--- src/rtl/sphv_pkg.sv ---
// ---------------------------------------------------------------------------
// sphv_pkg - shared types, constants and functions
// Divider and CORDIC cell payloads, arctangent table, rounding helpers.
// ---------------------------------------------------------------------------
package sphv_pkg;

  typedef enum logic [2:0] {
    REG_RADIUS      = 3'd0,
    REG_WIDTH       = 3'd1,
    REG_HEIGHT      = 3'd2,
    REG_PHI_BEGIN   = 3'd3,
    REG_PHI_SPAN    = 3'd4,
    REG_THETA_BEGIN = 3'd5,
    REG_THETA_SPAN  = 3'd6
  } cfg_reg_t;

  // restoring divider lane: partial remainder, dividend bits / quotient bits, divisor
  typedef struct packed {
    logic [9:0]  rem;
    logic [16:0] low;
    logic [8:0]  d;
  } div_t;

  typedef struct packed {
    logic signed [33:0] x;
    logic signed [33:0] y;
    logic signed [33:0] z;
    logic [1:0]         quad;
  } cordic_t;

  typedef struct packed {
    logic [16:0] quad_base;
    logic        quad_valid;
    logic        top_line;
  } sideband_t;

  localparam logic [31:0] ATAN_Q30 [24] = '{
    32'h3243F6A8, 32'h1DAC6705, 32'h0FADBAFC, 32'h07F56EA6, 32'h03FEAB76, 32'h01FFD55B,
    32'h00FFFAAA, 32'h007FFF55, 32'h003FFFEA, 32'h001FFFFD, 32'h000FFFFF, 32'h0007FFFF,
    32'h0003FFFF, 32'h0001FFFF, 32'h0000FFFF, 32'h00007FFF, 32'h00003FFF, 32'h00001FFF,
    32'h00000FFF, 32'h000007FF, 32'h000003FF, 32'h000001FF, 32'h000000FF, 32'h0000007F
  };

  localparam logic [33:0] CORDIC_X0  = 34'h026DD3B6A;  // gain compensation, Q2.30
  localparam logic [30:0] TWO_PI_Q28 = 31'd1686629713;

  localparam logic [16:0] FULL_TURN = 17'h10000;

  function automatic cordic_t cordic_init(input logic [15:0] ang);
    cordic_t     c;
    logic [44:0] prod;
    prod   = 45'(ang[13:0]) * 45'(TWO_PI_Q28);
    c.x    = $signed(CORDIC_X0);
    c.y    = '0;
    c.z    = $signed({3'b000, prod[44:14]});
    c.quad = ang[15:14];
    return c;
  endfunction

  function automatic logic signed [15:0] round_clamp14(input logic signed [34:0] v);
    logic signed [34:0] t;
    t = (v + 35'sd32768) >>> 16;
    if (t > 35'sd16384)
      return 16'sd16384;
    else if (t < -35'sd16384)
      return -16'sd16384;
    else
      return t[15:0];
  endfunction

  function automatic logic signed [15:0] sat16(input logic signed [49:0] v);
    if (v > 50'sd32767)
      return 16'sh7FFF;
    else if (v < -50'sd32768)
      return 16'sh8000;
    else
      return v[15:0];
  endfunction

endpackage

--- src/rtl/sphv_div_cell.sv ---
// ---------------------------------------------------------------------------
// sphv_div_cell - one restoring division step
// Shifts in one dividend bit, subtracts the divisor when it fits, emits a quotient bit.
// ---------------------------------------------------------------------------
module sphv_div_cell (
  input  logic           clk,
  input  logic           en,
  input  sphv_pkg::div_t din,
  output sphv_pkg::div_t dout
);
  import sphv_pkg::*;

  logic [9:0] t;
  logic       ge;

  always_comb begin
    t  = {din.rem[8:0], din.low[16]};
    ge = (t >= {1'b0, din.d});
  end

  always_ff @(posedge clk) begin
    if (en) begin
      dout.rem <= ge ? (t - {1'b0, din.d}) : t;
      dout.low <= {din.low[15:0], ge};
      dout.d   <= din.d;
    end
  end

endmodule

--- config.mk ---
export PLATFORM = sky130hd
export DESIGN_NAME = sphv_div_cell
export DESIGN_NICKNAME = d
export VERILOG_FILES = /design/src/rtl/sphv_pkg.sv /design/src/rtl/sphv_div_cell.sv
export SDC_FILE = /design/constraint.sdc
export NUM_CORES = 1
export LEC_CHECK = 0
export BUFFER_PORTS_ARGS = -buffer_cell sky130_fd_sc_hd__buf_2
export CORE_AREA = 5 5 61 68
export CTS_BUF_LIST = sky130_fd_sc_hd__clkbuf_2 sky130_fd_sc_hd__clkbuf_4 sky130_fd_sc_hd__clkbuf_8
export CTS_CLUSTER_DIAMETER = 200
export DETAILED_ROUTE_END_ITERATION = 10
export DIE_AREA = 0 0 66 73
export PLACE_DENSITY = 0.85
export RECOVER_POWER = 100
export SETUP_SLACK_MARGIN = 0.3
export SYNTH_ARGS = -nofsm -noshare
export SYNTH_HDL_FRONTEND = slang
export SYNTH_SLANG_ARGS = --single-unit
--- constraint.sdc ---
create_clock -name clk -period 7.9 [get_ports clk]
set_clock_uncertainty 0.05 [all_clocks]
set_input_delay 1.58 -clock clk [delete_from_list [all_inputs] [get_ports clk]]
set_output_delay 1.58 -clock clk [all_outputs]
set_load 0.03 [all_outputs]
==> results by group <==
Status
  – Run status: complete, but fails checks
  – Failing checks: max-capacitance violations, max-slew violations

Clocking
  – Hold-fix buffers at CTS: 0
  – CTS sink cnt: 36
  – Clk root buf: clkbuf_8
  – PostCTS Resize Cnt: 0
  – Num CTS Buffers: 5
  – CTS tree: yes
  – Max clock buf depth: 2
  – Number of H-tree levels: 2
  – Clock-pin slew on the worst setup and hold paths: ~70 ps
  – # Post-CTS Setup Buffers: 0

Global routing
  – Overflow after GRT: 0
  – Initial antenna violation count: 0
  – GRT Max-Usage Layer: met2
  – Vias in the first global route: roughly 1200
  – Met1 usage: 0.147
  – Largest net degree at the start of global routing: 37
  – M3 GR Usage: 0.0277
  – All-Layer GR Usage: 0.146
  – First-pass GRT wire length: 5360 um
  – Met2 Use GR: 0.284

Critical path
  – Endpoint class of the critical path: register
  – CP startpoint kind: primary input
  – CP required: 7870 ps
  – Max Fanout on Critical Path: 19
  – WS Path Type: in -> reg
  – Worst EP arrival: 4880 ps

Floorplanning
  – FP Rows: 23
  – Chip width: ~66 um
  – Core area: 3480 um2
  – Die Y: about 73 um
  – Die area: 4820 um2
  – Initial Util: 0.497
  – Ports: 74

STA
  – Final hold viol count: 0
  – Final-report setup violation count: 0
  – RSZ-0062 raised after global routing: false
  – Slew Viols, Final: between 50 and 60
  – Slew @ Worst Pin: ~2600 ps
  – Hold slack: about 1400 ps
  – Fin crit period: 4910 ps
  – Fin Setup TNS: 0 ps
  – Fin crit share: 0.621
  – Slew headroom: -0.781
  – Maximum clock rate: between 0.2 and 0.25 GHz

Drt
  – Detailed Route Iter0 Violations: between 60 and 70
  – Initial DRT Pass Iterations: 4
  – DR vias: around 1200
  – Post-route antenna net violation count: 0
  – Via-to-Cell Ratio: about 5
  – Post-route DRC: 0
  – WL/cell: approximately 14 um
  – Routed wire length: around 3600 um

Logic synthesis
  – Synth Cell Area: around 1700 um2
  – Seq/Total Area, Yosys: 0.624
  – Yosys reg bits: 36
  – Synth area leader: edfxtp_1
  – Cells after Synth: around 120
  – Area contributors post-synth: edfxtp_1 (62%), ha_1 (6.5%), a21oi_2 (3.5%)
  – Post-synth top area share: 0.624
  – YS warnings: 0
  – Unique masters post-synth: 34
  – Dominant synthesized flop cell: edfxtp_1
  – Async S/R FF share, synth: 0
  – Synthesized Nets: 169
  – Post-synth EDFFs: 36
  – Avg Inst Size Synth: 14.3 um2

Place
  – Post-detail-place hpwl: approximately 2700 um
  – Routability cong.: just over 0.8
  – I/O Buffers: 72

Worst hold path
  – Depth of the worst hold-timing path: 1
  – HP Class: in -> reg
  – Min-delay src: din[9]
  – Worst Hold Path EP: dout[10]$_DFFE_PP_

Power and ir drop
  – Sequential Power Share: 0.463
  – Static leakage: between 0.8 and 0.9 nW
  – Gate power share: 0.231
  – Int Power: 0.000368 W
  – Worst IR drop on VDD: between 0.09 and 0.1 mV
  – Cell Pwr Density: 237 nW/um2
  – Switching portion of total power: 0.284
  – Clock power frac: 0.306
  – NetSw: 0.000146 W

Layout
  – Max reg flops: 36
  – Commonest cells after routing, fill and taps aside: clkbuf_1 (43), edfxtp_1 (36), buf_2 (29)
  – # diodes: 0
  – # nets final: 245
  – Layout cell share with drive strength beyond 1: 0.253
  – Most common cell after layout, fill and taps aside: clkbuf_1
  – Regs by FF count: dout x36
  – Most flops, register: dout
  – Area delta synth->final: 25.3%

Flow run
  – Max_cap viols: 2
==> through the flow <==
stage,area [um2],power (W),setup slack (ps),std cells,util
3_3_place_gp,2120,0.000362,4000,240,0.610
6_report,2170,0.000514,2990,248,0.623
5_1_grt,2170,0.000537,2690,248,0.623
3_5_place_dp,2120,0.000366,3970,240,0.610
4_1_cts,2230,0.000523,4280,248,0.642
2_1_floorplan,1730,0.000330,4320,121,-
==> layout make-up <==
cell class / count / area, um2
well taps: 50 / 62.6
repair buffers: 72 / 307
inverters: 12 / 45.0
clock inverters: 2 / 35.0
fillers: 287 / 1310
flip-flops and latches: 36 / 1080
clock buffers: 6 / 76.3
multi-input cells: 70 / 563
==> critical path, stage by stage <==
cell and delay [ps]:
clkbuf_1 110, inv_1 50, ha_1 410, a21o_1 270
o21ai_0 120, o21ai_0 1980, mux2_4 370
==> cells in the mapped netlist, types with 2 or more instances <==
| cell | count |
|---|---|
| a21o_1 | 4 |
| a21oi_1 | 3 |
| a21oi_2 | 7 |
| a31oi_1 | 2 |
| and2_1 | 2 |
| and3_1 | 3 |
| edfxtp_1 | 36 |
| ha_1 | 9 |
| inv_1 | 12 |
| nand2_1 | 3 |
| nand4_1 | 2 |
| nor2_1 | 8 |
| nor2_2 | 2 |
| o21ai_0 | 3 |
| o21ai_1 | 2 |
| xnor2_1 | 4 |
| xor2_1 | 2 |
==> how the worst max path moves through the flow <==
stage / end / from / cells after the start / slack [ps]
floorplan: dout[27]$_DFFE_PP_ / din[25] / 8 / 4320
global placement: dout[27]$_DFFE_PP_ / din[25] / 9 / 4000
detailed placement: dout[27]$_DFFE_PP_ / din[25] / 9 / 3970
CTS: dout[27]$_DFFE_PP_ / din[25] / 9 / 4280
global route: dout[33]$_DFFE_PP_ / din[5] / 8 / 2690
finish: dout[27]$_DFFE_PP_ / din[5] / 7 / 2990
==> routing by layer <==
layer	routed length, um	share of wire	vias to the layer above
met5	0	0	-
met1	1360	0.38	576
met2	1880	0.53	52
li1	-	-	600
met3	263	0.074	6
met4	55	0.015	0
==> logic make-up after synthesis <==
kind of cell | after synthesis | synth area share
buffers and inverters | 15 | 0.0441
DFF | 36 | 0.624
xor gates and xnor gates | 6 | 0.0303
adders and majority gates | 10 | 0.0766
and+or+nand+nor | 24 | 0.0744
AOI/OAI and AO/OA | 28 | 0.136
muxes | 2 | 0.0144
==> power by group through the flow <==
stage                     Sequential, W  Combinational, W  Clock (W)
after detailed placement       0.000242          0.000125          0
final                          0.000238          0.000119   0.000157
after floorplan                0.000281         0.0000490          0
after global placement         0.000241          0.000122          0
after CTS                      0.000237          0.000125   0.000160
after global routing           0.000239          0.000127   0.000171
(Power assumes the default switching activity.)
