<file path="src/rtl/sphv_pkg.sv">
// ---------------------------------------------------------------------------
// sphv_pkg - shared types, constants and functions
// Divider and CORDIC cell payloads, arctangent table, rounding helpers.
// ---------------------------------------------------------------------------
package sphv_pkg;

  typedef enum logic [2:0] {
    REG_RADIUS      = 3'd0,
    REG_WIDTH       = 3'd1,
    REG_HEIGHT      = 3'd2,
    REG_PHI_BEGIN   = 3'd3,
    REG_PHI_SPAN    = 3'd4,
    REG_THETA_BEGIN = 3'd5,
    REG_THETA_SPAN  = 3'd6
  } cfg_reg_t;

  // restoring divider lane: partial remainder, dividend bits / quotient bits, divisor
  typedef struct packed {
    logic [9:0]  rem;
    logic [16:0] low;
    logic [8:0]  d;
  } div_t;

  typedef struct packed {
    logic signed [33:0] x;
    logic signed [33:0] y;
    logic signed [33:0] z;
    logic [1:0]         quad;
  } cordic_t;

  typedef struct packed {
    logic [16:0] quad_base;
    logic        quad_valid;
    logic        top_line;
  } sideband_t;

  localparam logic [31:0] ATAN_Q30 [24] = '{
    32'h3243F6A8, 32'h1DAC6705, 32'h0FADBAFC, 32'h07F56EA6, 32'h03FEAB76, 32'h01FFD55B,
    32'h00FFFAAA, 32'h007FFF55, 32'h003FFFEA, 32'h001FFFFD, 32'h000FFFFF, 32'h0007FFFF,
    32'h0003FFFF, 32'h0001FFFF, 32'h0000FFFF, 32'h00007FFF, 32'h00003FFF, 32'h00001FFF,
    32'h00000FFF, 32'h000007FF, 32'h000003FF, 32'h000001FF, 32'h000000FF, 32'h0000007F
  };

  localparam logic [33:0] CORDIC_X0  = 34'h026DD3B6A;  // gain compensation, Q2.30
  localparam logic [30:0] TWO_PI_Q28 = 31'd1686629713;

  localparam logic [16:0] FULL_TURN = 17'h10000;

  function automatic cordic_t cordic_init(input logic [15:0] ang);
    cordic_t     c;
    logic [44:0] prod;
    prod   = 45'(ang[13:0]) * 45'(TWO_PI_Q28);
    c.x    = $signed(CORDIC_X0);
    c.y    = '0;
    c.z    = $signed({3'b000, prod[44:14]});
    c.quad = ang[15:14];
    return c;
  endfunction

  function automatic logic signed [15:0] round_clamp14(input logic signed [34:0] v);
    logic signed [34:0] t;
    t = (v + 35'sd32768) >>> 16;
    if (t > 35'sd16384)
      return 16'sd16384;
    else if (t < -35'sd16384)
      return -16'sd16384;
    else
      return t[15:0];
  endfunction

  function automatic logic signed [15:0] sat16(input logic signed [49:0] v);
    if (v > 50'sd32767)
      return 16'sh7FFF;
    else if (v < -50'sd32768)
      return 16'sh8000;
    else
      return v[15:0];
  endfunction

endpackage

</file>
<file path="src/rtl/sphv_cordic_cell.sv">
// ---------------------------------------------------------------------------
// sphv_cordic_cell - one CORDIC rotation step
// Rotates toward zero residual angle by the arctangent of 2^-STEP.
// ---------------------------------------------------------------------------
module sphv_cordic_cell #(
  parameter int STEP = 0
) (
  input  logic              clk,
  input  logic              en,
  input  sphv_pkg::cordic_t din,
  output sphv_pkg::cordic_t dout
);
  import sphv_pkg::*;

  logic signed [33:0] dx, dy, at;

  always_comb begin
    dx = din.y >>> STEP;
    dy = din.x >>> STEP;
    at = $signed({2'b00, ATAN_Q30[STEP]});
  end

  always_ff @(posedge clk) begin
    if (en) begin
      if (!din.z[33]) begin
        dout.x <= din.x - dx;
        dout.y <= din.y + dy;
        dout.z <= din.z - at;
      end else begin
        dout.x <= din.x + dx;
        dout.y <= din.y - dy;
        dout.z <= din.z + at;
      end
      dout.quad <= din.quad;
    end
  end

endmodule

</file>
<file path="config.mk">
export PLATFORM = sky130hd
export DESIGN_NAME = sphv_cordic_cell
export DESIGN_NICKNAME = d
export VERILOG_FILES = /design/src/rtl/sphv_pkg.sv /design/src/rtl/sphv_cordic_cell.sv
export SDC_FILE = /design/constraint.sdc
export NUM_CORES = 1
export LEC_CHECK = 0
export BUFFER_PORTS_ARGS = -buffer_cell sky130_fd_sc_hd__clkbuf_2
export CAP_MARGIN = 25
export CORE_MARGIN = 4
export CORE_UTILIZATION = 58
export CTS_BUF_LIST = sky130_fd_sc_hd__clkbuf_8
export DETAILED_ROUTE_END_ITERATION = 7
export PLACE_DENSITY_LB_ADDON = 0.3
export SLEW_MARGIN = 20
export SYNTH_ARGS = -nofsm -noshare
export SYNTH_HDL_FRONTEND = slang
export SYNTH_SLANG_ARGS = --single-unit
</file>
<file path="constraint.sdc">
create_clock -name clk -period 5.2 [get_ports clk]
set_input_delay 1.04 -clock clk [delete_from_list [all_inputs] [get_ports clk]]
set_output_delay 1.04 -clock clk [all_outputs]
set_load 0.02 [all_outputs]
</file>
==> impl_metrics.ini, run 1 <==
[run_status]
status = finished clean

[die]
core-area_mm2 = 0.0175
die_h_um = 143
start_util_pct = 59.9
dieWidth_um = 143
core.rowCount = 48
io_pins = 210
dieArea_mm2 = 0.0203

[clock_network]
post_cts_buffers = 0
cts_tree = done
cts_resized = 0
cts-root-buf = clkbuf_8
cts.sinks = 103
clkTransAtPathRegs_ns = 0.11
cts_max_level = 3
clk_path_buf_depth = 2
cts_hold_buf = 0
cts_buffers = 9

[sta]
period_minus_slack_ns = 4.00
hold_violations = 0
setup-tns-final_ns = 0
max_freq_ghz = 0.250
tightest_slew_ns = 0.909
slew_headroom_pct = 38.6
setup_violations = 0
slew_viol_final = 0
rsz0062_at_grt = no
timing.final.crit_share_pct = 76.9

[critical_path]
critPathCaptureType = register
worst_setup_path_start_kind = input port
worstPathRequired_ns = 5.34
critPathArrivalTime_ns = 4.14
cp_max_fo = 23
crit_type = input port to register

[synthesis]
synthFlopType = edfxtp_1
netlist_area_mm2 = 0.0105
synthArstFlopShare_pct = 0
ys_ff_latch = 103
postSynthNetCount = 1447
synth_cells = 1209
synth_area_per_cell_um2 = 8.68
yosysSeqAreaShare_pct = 29.5
ys_types = 79
yosysWarningCount = 0
synth_edf_count = 103

[global_routing]
grt_use_total_pct = 29.8
grt_remaining_overflow = 0
grt_pass1_vias = 9029
antenna_found_initial = 0
grt_max_degree = 59
grt.busiest_layer = met1
met1_usage_pct = 45.7
grt_util_met2_pct = 44.1
use_met3_pct = 4.54
grt_pass1_wl_um = 48400

[drt]
drt_iter0_markers = 1236
antenna_left = 0
vias = 10100
wl_per_cell_um = 19.5
routed_wl_um = 31600
drtPass1Iterations = 5
via_per_inst = 6.23
remaining_drc_errors = 0

[pwr]
power-per-cell-area_mw_per_mm2 = 252
p_leak_nw = 5.41
irDropWorstVdd_v = 0.000185
clockPowerShare_pct = 16.3
p_seq_share_pct = 38.2
p_int_mw = 1.76
switching_share_pct = 41.1
pwr-share-comb_pct = 45.4
switchingPower_mw = 1.23

[finish]
area_growth_pct = 13.0
multi_input_comb_area_mm2 = 0.00676
layout_commonest_cell = clkbuf_2
top_regs = dout x103
largest_register = dout
regArea_mm2 = 0.00309
drive_gt1_share_pct = 18.4
post-route-util_pct = 67.7
largest_register_ffs = 103
antenna_cells = 0
final_cell_mix = clkbuf_2, a21oi_1, ha_1
fill_cells = 1476
nets = 1627

[min_path]
min_from = din[0]
hold_depth = 1
holdPathEnd = dout[0]$_DFFE_PP_
hold_path.class = input port to register

[placed_design]
gp_congestion = 0.990
dp_hpwl_um = 25700
port_buffers = 209

[job]
drv_cap = 0
==> worst max-delay path, cell delays in order <==
cell and delay [ns]:
buf_4 0.25, inv_1 0.07, buf_4 0.20, fa_1 0.44, a211oi_1 0.29, nor2_1 0.11, o31a_1 0.30, a211o_1 0.30
a311o_1 0.42, a21oi_2 0.27, nor3_1 0.08, or3b_1 0.34
==> power groups by stage <==
| stage | sequential, mW | combinational (mW) | clock (mW) |
|---|---|---|---|
| 6_report | 1.14 | 1.36 | 0.489 |
| 2_1_floorplan | 1.33 | 0.725 | 0 |
| 4_1_cts | 1.15 | 1.34 | 0.495 |
| 3_5_place_dp | 1.16 | 1.33 | 0 |
| 5_1_grt | 1.15 | 1.47 | 0.534 |
| 3_3_place_gp | 1.16 | 1.32 | 0 |
==> worst max-delay path by stage <==
stage | start | end
global route | din[35] | dout[31]$_DFFE_PP_
floorplan | din[35] | dout[31]$_DFFE_PP_
finish | din[35] | dout[31]$_DFFE_PP_
global placement | din[35] | dout[31]$_DFFE_PP_
CTS | din[35] | dout[31]$_DFFE_PP_
detailed placement | din[35] | dout[31]$_DFFE_PP_
==> routing by layer <==
metal	up-vias	routed length (µm)	part of all wire (%)
met2	614	13400	42
met3	52	3580	11
met5	-	0	0
li1	4782	-	-
met1	4639	14100	44
met4	0	622	2.0
==> per-stage QoR <==
step                instance area, µm²  instances  hold slack [ns]  power, mW  worst slack [ns]
detailed placement               11700       1603             1.22       2.50             0.825
finish                           11900       1618            0.824       2.99              1.20
CTS                              11900       1618            0.807       2.98              1.25
global placement                 11700       1603             1.22       2.48             0.887
floorplan                        10500       1209             1.14       2.05             0.585
global route                     11900       1618            0.800       3.15              1.02
==> logic make-up after synthesis <==
group	synth area share (%)
AND/OR/NAND/NOR	13.7
AO/OA/AOI/OAI	26.0
buffers and inverters	6.15
XOR/XNOR	7.26
flip-flops	29.5
adder cells (fa/ha/maj)	16.0
multiplexers	1.43
==> cell usage after synthesis, types with 5 or more instances <==
| cell | number | area [µm²] |
|---|---|---|
| a21oi_1 | 132 | 661 |
| or3_1 | 7 | 43.8 |
| o21ai_1 | 5 | 25.0 |
| nor3_1 | 26 | 130 |
| a211oi_1 | 24 | 180 |
| a21o_1 | 39 | 293 |
| o31a_1 | 6 | 52.6 |
| o21a_1 | 14 | 105 |
| nand2_1 | 52 | 195 |
| nand3_1 | 24 | 120 |
| o31ai_1 | 17 | 128 |
| buf_2 | 12 | 60.1 |
| o211ai_1 | 9 | 67.6 |
| buf_1 | 6 | 22.5 |
| nand4_1 | 16 | 100 |
| mux2i_1 | 15 | 150 |
| a31oi_1 | 9 | 56.3 |
| a21boi_0 | 6 | 45.0 |
| clkbuf_1 | 29 | 109 |
| nand2b_1 | 16 | 100 |
| xnor2_1 | 68 | 596 |
| ha_1 | 128 | 1600 |
| o21bai_1 | 20 | 150 |
| nor4_1 | 7 | 43.8 |
| edfxtp_1 | 103 | 3090 |
| o21ai_0 | 66 | 330 |
| o22ai_1 | 6 | 37.5 |
| and3_1 | 10 | 62.6 |
| nor2b_1 | 17 | 106 |
| inv_1 | 105 | 394 |
| nor2_1 | 99 | 372 |
| xor2_1 | 19 | 166 |
==> final cells by class <==
class	instances	share of cell area (%)
Clock buffer	9	1.04
Sequential cell	103	26.1
Multi-Input combinational cell	944	57.0
Tap cell	225	2.37
Timing Repair Buffer	221	9.62
Inverter	110	3.48
Clock inverter	6	0.453
Power figures use the tool's default switching activity.
==> run 2, diff against run 1 <==
- CORE_UTILIZATION: 58 -> 53
- clock period: 5.2 -> 3.55 ns (I/O delays scaled with it)
==> run 2 against run 1 <==
Against the previous run: combinational power up 57%; via count rose by 3.1%; cell count rose by 8.3%; global-route usage shrank 1.8 points; sequential share of layout area decreased by 1.7 points; routed wire length increased by 0.85%; non-clock buffer count rose by 94; largest power group unchanged; die area grew 8.9%; hold slack got worse by 0.34 ns; sequential power grew 46%; clock power increased by 79%; first-iteration DRC count decreased by 19%.
==> impl_metrics.ini, run 2 (synthesized netlist as in run 1, its figures left out) <==
[clock_network]
cts_buffers = 9
cts_tree = done
cts.sinks = 103
clkTransAtPathRegs_ns = 0.11
post_cts_buffers = 0
cts_hold_buf = 0
cts-root-buf = clkbuf_8
cts_resized = 0
clk_path_buf_depth = 2
cts_max_level = 3

[die]
core-area_mm2 = 0.0195
die_h_um = 149
dieWidth_um = 149
start_util_pct = 54.0
core.rowCount = 51
dieArea_mm2 = 0.0221
io_pins = 210

[drt]
drt_iter0_markers = 1000
routed_wl_um = 31900
drtPass1Iterations = 6
wl_per_cell_um = 18.2
remaining_drc_errors = 0
vias = 10400
antenna_left = 0
via_per_inst = 5.93

[global_routing]
grt_pass1_wl_um = 49500
grt_max_degree = 61
antenna_found_initial = 1
grt_use_total_pct = 27.9
grt_remaining_overflow = 0
grt_pass1_vias = 9411

[min_path]
hold_path.class = input port to register
min_from = din[4]

[sta]
timing.final.crit_share_pct = 91.2
rsz0062_at_grt = no
slew_viol_final = 0
setup_violations = 0
max_freq_ghz = 0.309
slew_headroom_pct = 51.6
tightest_slew_ns = 0.720
period_minus_slack_ns = 3.24
hold_violations = 0

[critical_path]
crit_top_cell = buf_4
cp_top_family = compound AO/OA/AOI/OAI gates
worstSetupStartpoint = din[36]
worst_setup_path_start_kind = input port
critPathMaxStageDelay_ns = 0.39
worstPathRequired_ns = 3.73
critPathCaptureType = register
cp_cell_sequence = clkbuf_2, ha_1, fa_1, nor2b_1, o21ai_1, buf_4, a211oi_1, o311ai_1, buf_4, nand3_1, a31oi_1, a21oi_1, xnor2_1
cp.buffers_inverters = 3
crit_type = input port to register
critPathArrivalTime_ns = 3.42
cp_max_fo = 4
worst_path_max_delay_cell = fa_1
cp-endpoint = dout[94]$_DFFE_PP_
crit_cells = 13

[pwr]
irDropWorstVdd_v = 0.000149
switchingPower_mw = 1.83
switching_share_pct = 39.1
p_seq_share_pct = 35.6
power-per-cell-area_mw_per_mm2 = 368
p_int_mw = 2.85
p_leak_nw = 5.90
clockPowerShare_pct = 18.7
pwr-share-comb_pct = 45.7

[finish]
nets = 1721
top_regs = dout x103
post-route-util_pct = 65.3
antenna_cells = 0
area_growth_pct = 21.0
largest_register = dout
largest_register_ffs = 103
finalNonFillerCells = 1753
final_cell_mix = clkbuf_2, a21oi_1, ha_1
layout_commonest_cell = clkbuf_2
drive_gt1_share_pct = 23.9

[placed_design]
gp_congestion = 1.04
placed_cells = 1737
dp_hpwl_um = 26300
port_buffers = 209

[run_status]
status = finished clean

[job]
drv_cap = 0
==> run 2: cell count changes in the layout (fill, tap and decap cells not counted), sizes merged <==
cell,before,now
inv,112,113
clkinvlp,1,0
clkinv,3,2
buf,14,108
bufinv,0,2
==> run 2: final cells by class <==
class / instances / area [µm²]
well taps: 265 / 332
inverters: 110 / 415
clock buffers: 9 / 124
multi-input cells: 944 / 6770
flip-flops and latches: 103 / 3090
fillers: 1675 / 6760
clock inverters: 7 / 111
repair buffers: 315 / 1860
==> run 2: power groups by stage <==
stage	logic [mW]	registers (mW)	clock network, mW
floorplan	1.07	1.95	0
global placement	2.08	1.69	0
detailed placement	2.10	1.70	0
CTS	2.11	1.67	0.897
global route	2.31	1.68	0.950
finish	2.14	1.67	0.874
==> run 2: how the worst min path moves through the flow <==
stage                     cells past startpoint                end  slack [ns]
after global routing                          1  dout[3]$_DFFE_PP_        0.46
after global placement                        1  dout[4]$_DFFE_PP_        0.89
after CTS                                     1  dout[2]$_DFFE_PP_        0.46
after detailed placement                      1  dout[2]$_DFFE_PP_        0.89
final                                         1  dout[4]$_DFFE_PP_        0.49
after floorplan                               0  dout[0]$_DFFE_PP_        0.81
==> run 2: per-layer routing <==
| metal | vias up | track usage, % | wire [µm] |
|---|---|---|---|
| li1 | 4969 | - | - |
| met1 | 4833 | 42.3 | 14300 |
| met2 | 533 | 41.0 | 13500 |
| met3 | 63 | 4.74 | 3270 |
| met4 | 2 | 8.33 | 833 |
| met5 | - | 0 | 20 |
==> run 2: per-stage QoR <==
step	cell area, µm²	total power [mW]	worst slack (ns)	TNS, ns	hold WS (ns)
5_1_grt	12700	4.94	0.147	0	0.456
3_3_place_gp	12500	3.77	0.000263	0	0.887
2_1_floorplan	10600	3.02	-0.107	-0.107	0.809
3_5_place_dp	12500	3.80	-0.0299	-0.0326	0.889
4_1_cts	12700	4.68	0.346	0	0.464
6_report	12700	4.68	0.312	0	0.488
